==> config.mk <==
export PLATFORM = sky130hd
export DESIGN_NAME = i128_cell
export DESIGN_NICKNAME = d
export VERILOG_FILES = /design/src/i128_pkg.sv /design/src/i128_cell.sv
export VERILOG_INCLUDE_DIRS = /design/src /design/src/src
export SDC_FILE = /design/constraint.sdc
export NUM_CORES = 2
export LEC_CHECK = 0
export ABC_AREA = 1
export BUFFER_PORTS_ARGS = -buffer_cell sky130_fd_sc_hd__buf_2
export CORE_AREA = 5 5 402 404
export DETAILED_ROUTE_END_ITERATION = 8
export DIE_AREA = 0 0 407 409
export GPL_TIMING_DRIVEN = 0
export PLACE_DENSITY = 0.59
export SLEW_MARGIN = 30
export SYNTH_ARGS = -nofsm -noshare
export SYNTH_HDL_FRONTEND = slang
export SYNTH_SLANG_ARGS = --single-unit
==> constraint.sdc <==
create_clock -name clk -period 1.3 [get_ports clk]
set_input_delay 0.195 -clock clk [delete_from_list [all_inputs] [get_ports clk]]
set_output_delay 0.195 -clock clk [all_outputs]
set_load 0.01 [all_outputs]
==> src/assert_macros.svh <==
// Assertion helpers shared by the RTL; clk and arst_n must be in scope.
`ifndef ASSERT_MACROS_SVH
`define ASSERT_MACROS_SVH

// Same-cycle implication.
`define CHK_IMPLY(lbl, ante, cons, msg) \
	lbl: assert property (@(posedge clk) disable iff (!arst_n) (ante) |-> (cons)) \
		else $error(msg);

// Next-cycle implication.
`define CHK_NEXT(lbl, ante, cons, msg) \
	lbl: assert property (@(posedge clk) disable iff (!arst_n) (ante) |=> (cons)) \
		else $error(msg);

`endif

==> src/i128_pkg.sv <==
`timescale 1ns / 1ps
package i128_pkg;
	localparam int W  = 128;
	localparam int HW = 64;
	localparam int SHW = 8;

	typedef enum logic [3:0] {
		OP_ADD  = 4'd0,
		OP_SUB  = 4'd1,
		OP_MUL  = 4'd2,
		OP_DIV  = 4'd3,
		OP_AND  = 4'd4,
		OP_OR   = 4'd5,
		OP_XOR  = 4'd6,
		OP_NOT  = 4'd7,
		OP_NEG  = 4'd8,
		OP_SHL  = 4'd9,
		OP_SAR  = 4'd10,
		OP_ROL1 = 4'd11,
		OP_ROR1 = 4'd12
	} op_t;

	// One slot of the cell chain. x/y/z are shared:
	// div: x remainder, y dividend in / quotient out, z divisor magnitude
	// mul: x accumulator, y multiplier, z multiplicand
	typedef struct packed {
		logic         valid;
		op_t          op;
		logic [W-1:0] res;
		logic         dz;
		logic         eq;
		logic         qneg;
		logic [W-1:0] x;
		logic [W-1:0] y;
		logic [W-1:0] z;
	} stage_t;
endpackage

==> src/i128_cell.sv <==
`timescale 1ns / 1ps
`include "assert_macros.svh"
module i128_cell import i128_pkg::*; (
	input  logic   clk,
	input  logic   arst_n,
	input  logic   en,
	input  stage_t d,
	output stage_t q
);
	stage_t     nx;
	stage_t     data_q;
	logic       valid_q;
	logic [W-1:0] rsh;
	logic [W:0]   diff;

	// one shift-add (mul) or one restoring step (div) per cell
	always_comb begin
		nx   = d;
		rsh  = {d.x[W-2:0], d.y[W-1]};
		diff = {1'b0, rsh} - {1'b0, d.z};
		case (d.op)
			OP_MUL: begin
				if (d.y[0]) begin
					nx.x = d.x + d.z;
				end
				nx.y = {1'b0, d.y[W-1:1]};
				nx.z = {d.z[W-2:0], 1'b0};
			end
			OP_DIV: begin
				if (!diff[W]) begin
					nx.x = diff[W-1:0];
					nx.y = {d.y[W-2:0], 1'b1};
				end else begin
					nx.x = rsh;
					nx.y = {d.y[W-2:0], 1'b0};
				end
			end
			default: ;
		endcase
	end

	always_ff @(posedge clk or negedge arst_n) begin
		if (!arst_n) begin
			valid_q <= 1'b0;
		end else if (en) begin
			valid_q <= d.valid;
		end
	end

	always_ff @(posedge clk) begin
		if (en) begin
			data_q <= nx;
		end
	end

	always_comb begin
		q       = data_q;
		q.valid = valid_q;
	end

	`CHK_NEXT(a_cell_hold, !en, $stable(valid_q), "cell valid moved while stalled")
endmodule

==> impl_metrics.py <==
metrics = {
    "route": {
        "drt_first_pass_iters": 8,
        "drc": 0,
        "wl_per_cell_um": 30.12,
        "num_vias": 69050,
        "via_per_inst": 5.340,
        "drt-total-wl_um": 389500,
        "antenna_left": 0,
        "drt-initial-drc-count": 8546,
    },
    "global_route": {
        "grt_pass1_vias": 64663,
        "grt_pass1_wl_um": 515600,
        "grtUsageTotal_pct": 44.83,
        "overflow": 0,
        "antenna_found_initial": 68,
        "grt_max_degree": 89,
    },
    "timing": {
        "setup_viol": 857,
        "hold_viol_final": 39,
        "rsz0062_at_grt": "yes",
        "clock.fmax_ghz": 0.4015,
        "slew_headroom_pct": 24.31,
        "period_share_pct": 191.6,
        "fin_crit_ns": 2.490,
        "max_slew.worst_pin.slew_ns": 1.135,
        "slew_violations": 0,
        "setup_slack_ns": -1.190,
        "finClkSkew_ns": 0,
        "setup_tns_ns": -240.45,
        "fin_hold_ws_ns": -0.1468,
    },
    "power": {
        "sw_frac_of_total_pct": 42.27,
        "power_density_mw_per_mm2": 871.6,
        "max-vdd-ir-drop_mv": 1.125,
        "p_int_mw": 41.68,
        "combPwrFrac_pct": 46.8,
        "pwr-share-clk_pct": 23.8,
        "power.switching_mw": 30.52,
        "seq_power_share_pct": 29.5,
        "p_leak_nw": 41.80,
    },
    "outcome": {
        "violations": "hold timing, setup timing",
        "outcome": "finished with violations",
    },
    "synth": {
        "syn_area_sq_mm": 0.05204,
        "avgSynthCellArea_sq_um": 5.923,
        "ys_seq_elements": 520,
        "async_flop_share_pct": 0.1923,
        "synth_cell_type_count": 47,
        "synth_ff_type": "edfxtp_1",
        "synth_edf_count": 519,
        "syn_inst": 8785,
        "syn-num-nets": 9566,
        "ys_seq_area_share_pct": 30.00,
        "yosysWarnings": 0,
    },
    "run": {
        "cap_violations": 0,
    },
    "clocking": {
        "clock-sinks": 520,
        "cts_inserted_buffers": 59,
        "clock_latency_ns": 0.69,
        "clkTransAtPathRegs_ns": 0.07,
        "cts_tree": "built",
        "cts_buffer_depth": 3,
        "htreeDepth": 2,
        "cts-root-buf": "clkbuf_16",
    },
    "setup_path": {
        "worstSetupEndpointType": "flop",
        "worst_setup_path_start_kind": "primary input",
        "slowest_stage": "ha_4",
        "critPathBufInv": 8,
        "worstPathMaxFanout": 6,
        "crit_chain": "buf_6 > clkinvlp_4 > ha_4 > nand2_4 > nor2_4 > inv_2 > nor2_4 > inv_2 > nor3_4 > nand2_2 > nor2_4 > nand2_8 > nand2_8 > buf_12 > buf_16 > buf_12 > buf_12 > a21oi_2 > nand2_1 > nand3_2",
        "critPathTopFamily": "simple AND/OR/NAND/NOR gates",
        "path_class": "in -> reg",
        "critical_path.max_stage_delay_ns": 0.38,
        "crit_required_ns": 1.73,
        "worstPathArrival_ns": 2.92,
    },
    "finish": {
        "fin_nets": 11548,
        "synthToLayoutAreaGrowth_pct": 59.17,
        "drive_above_1_share_pct": 29.59,
        "final_area_sq_mm": 0.08282,
    },
    "floorplanning": {
        "fp.dieH_um": 409,
        "coreArea_sq_mm": 0.1575,
        "start_util_pct": 33.05,
        "pin_count": 1043,
        "row_count": 146,
        "die_x_um": 407,
        "die_area_sq_mm": 0.1665,
    },
    "place": {
        "dpl-instance-area_sq_mm": 0.06140,
        "gp_congestion": 1.138,
        "dp_hpwl_um": 314900,
        "io_buffers": 1041,
    },
    "worst_hold_path": {
        "min_path_type": "in -> reg",
    },
}
layout by cell type, fill, tap and decap left out, types with 34 or more instances in the layout:
| master | n |
|---|---|
| nand2_1 | 3144 |
| inv_1 | 1864 |
| buf_2 | 849 |
| edfxtp_1 | 519 |
| dlygate4sd3_1 | 496 |
| nor2_1 | 412 |
| nand2_2 | 340 |
| buf_4 | 299 |
| nand3_1 | 278 |
| a21oi_1 | 262 |
| buf_6 | 181 |
| nand3_4 | 173 |
| ha_4 | 147 |
| nand2_4 | 135 |
| nor2_2 | 132 |
| nand3_2 | 131 |
| o21ai_0 | 105 |
| o21ai_1 | 97 |
| clkbuf_16 | 93 |
| nor2_4 | 88 |
| inv_2 | 83 |
| clkinvlp_4 | 73 |
| ha_1 | 65 |
| buf_12 | 64 |
| xnor2_1 | 54 |
| o21ai_2 | 53 |
| clkbuf_1 | 47 |
| diode_2 | 44 |
| a21oi_2 | 44 |
| ha_2 | 44 |
| xor2_1 | 42 |
| o211ai_1 | 42 |
| nor3_1 | 37 |
| o221ai_1 | 34 |
per-layer routing:
layer | vias to the layer above | wire length [um] | GRT usage (%)
li1 | 30919 | - | -
met1 | 32686 | 147200 | 55.60
met2 | 4363 | 162600 | 66.59
met3 | 1054 | 44190 | 13.27
met4 | 28 | 35080 | 30.94
met5 | - | 474 | 0.7310
Yosys cell counts, types with 20 or more instances:
library cell,instances,share of area (%)
ha_1,256,6.2
o211ai_1,42,0.61
inv_1,1986,14
nand3_1,582,5.6
o21ai_0,256,2.5
nand2_1,3625,26
a21oi_1,334,3.2
clkbuf_1,122,0.88
xnor2_1,65,1.1
edfxtp_1,519,30
nor3_1,47,0.45
inv_2,34,0.25
nor2_1,621,4.5
o221ai_1,67,1.1
or2_1,20,0.24
xor2_1,42,0.71
nand4_1,32,0.38
worst reg2reg max path: stages (launching register included):
cell	delay, ns
dfrtp_1	0.41
buf_4	0.14
mux2_2	0.26
layout make-up:
type | instances | area [sq um]
well taps | 2072 | 2592
repair inverters | 1 | 11.26
flip-flops and latches | 520 | 15610
inverters | 2023 | 7913
multi-input cells | 6078 | 37150
clock inverters | 39 | 405.4
diodes | 44 | 110.1
repair buffers | 1929 | 15790
plain buffers | 155 | 1733
clock buffers | 69 | 1514
fillers | 15432 | 74640
flip-flops by register name, summed over array words and instances, names as in the netlist:
name / count
q: 519
valid_q: 1
kinds of logic (layout without fill, tap and decap cells):
group	after synthesis	after routing	share of synthesized area [%]
simple gates	4966	4966	37.88
buf+inv	2187	4216	16.01
compound gates	746	746	8.055
flops	520	520	30.00
fa+ha+maj	258	258	6.232
xor+xnor	107	107	1.801
mux	1	1	0.02164
other cells	0	44	0
power by group through the flow:
stage	clock, mW	combinational [mW]	sequential, mW
3_3_place_gp	0	23.5	21.6
6_report	17.2	33.8	21.3
2_1_floorplan	0	11.1	21.8
5_1_grt	17.9	35.0	21.3
3_5_place_dp	0	23.5	21.3
4_1_cts	17.1	30.4	21.0
worst paths after layout:
kind,from,to,slack (ns),cells past startpoint
min in group asynchronous,arst_n,valid_q$_DFFE_PN0P_,0.37,3
max in group asynchronous,arst_n,valid_q$_DFFE_PN0P_,0.83,3
max,d[70],q[265]$_DFFE_PP_,-1.19,20
min reg2reg,valid_q$_DFFE_PN0P_,valid_q$_DFFE_PN0P_,0.68,2
max reg2reg,valid_q$_DFFE_PN0P_,valid_q$_DFFE_PN0P_,0.38,2
min,en,q[391]$_DFFE_PP_,-0.15,1
through the flow:
step | utilization, % | total power, mW | std cells | setup WS [ns]
2_1_floorplan | - | 32.88 | 8785 | -0.9184
3_3_place_gp | 38.84 | 45.07 | 11898 | -8.491
3_5_place_dp | 38.99 | 44.85 | 11906 | -2.829
4_1_cts | 50.11 | 68.60 | 12808 | -1.131
5_1_grt | 52.57 | 74.18 | 12911 | -1.167
6_report | 52.60 | 72.19 | 12930 | -1.190
what timing repair did:
action	4_1_cts	5_1_grt
pin swaps	243	247
setup endpoints to repair	1048	909
hold endpoints to repair	492	40
resized for setup	1694	901
hold buffers	494	2
buffers inserted	267	88
cloned	37	5
Note: power is estimated with default switching activity, not from simulation.
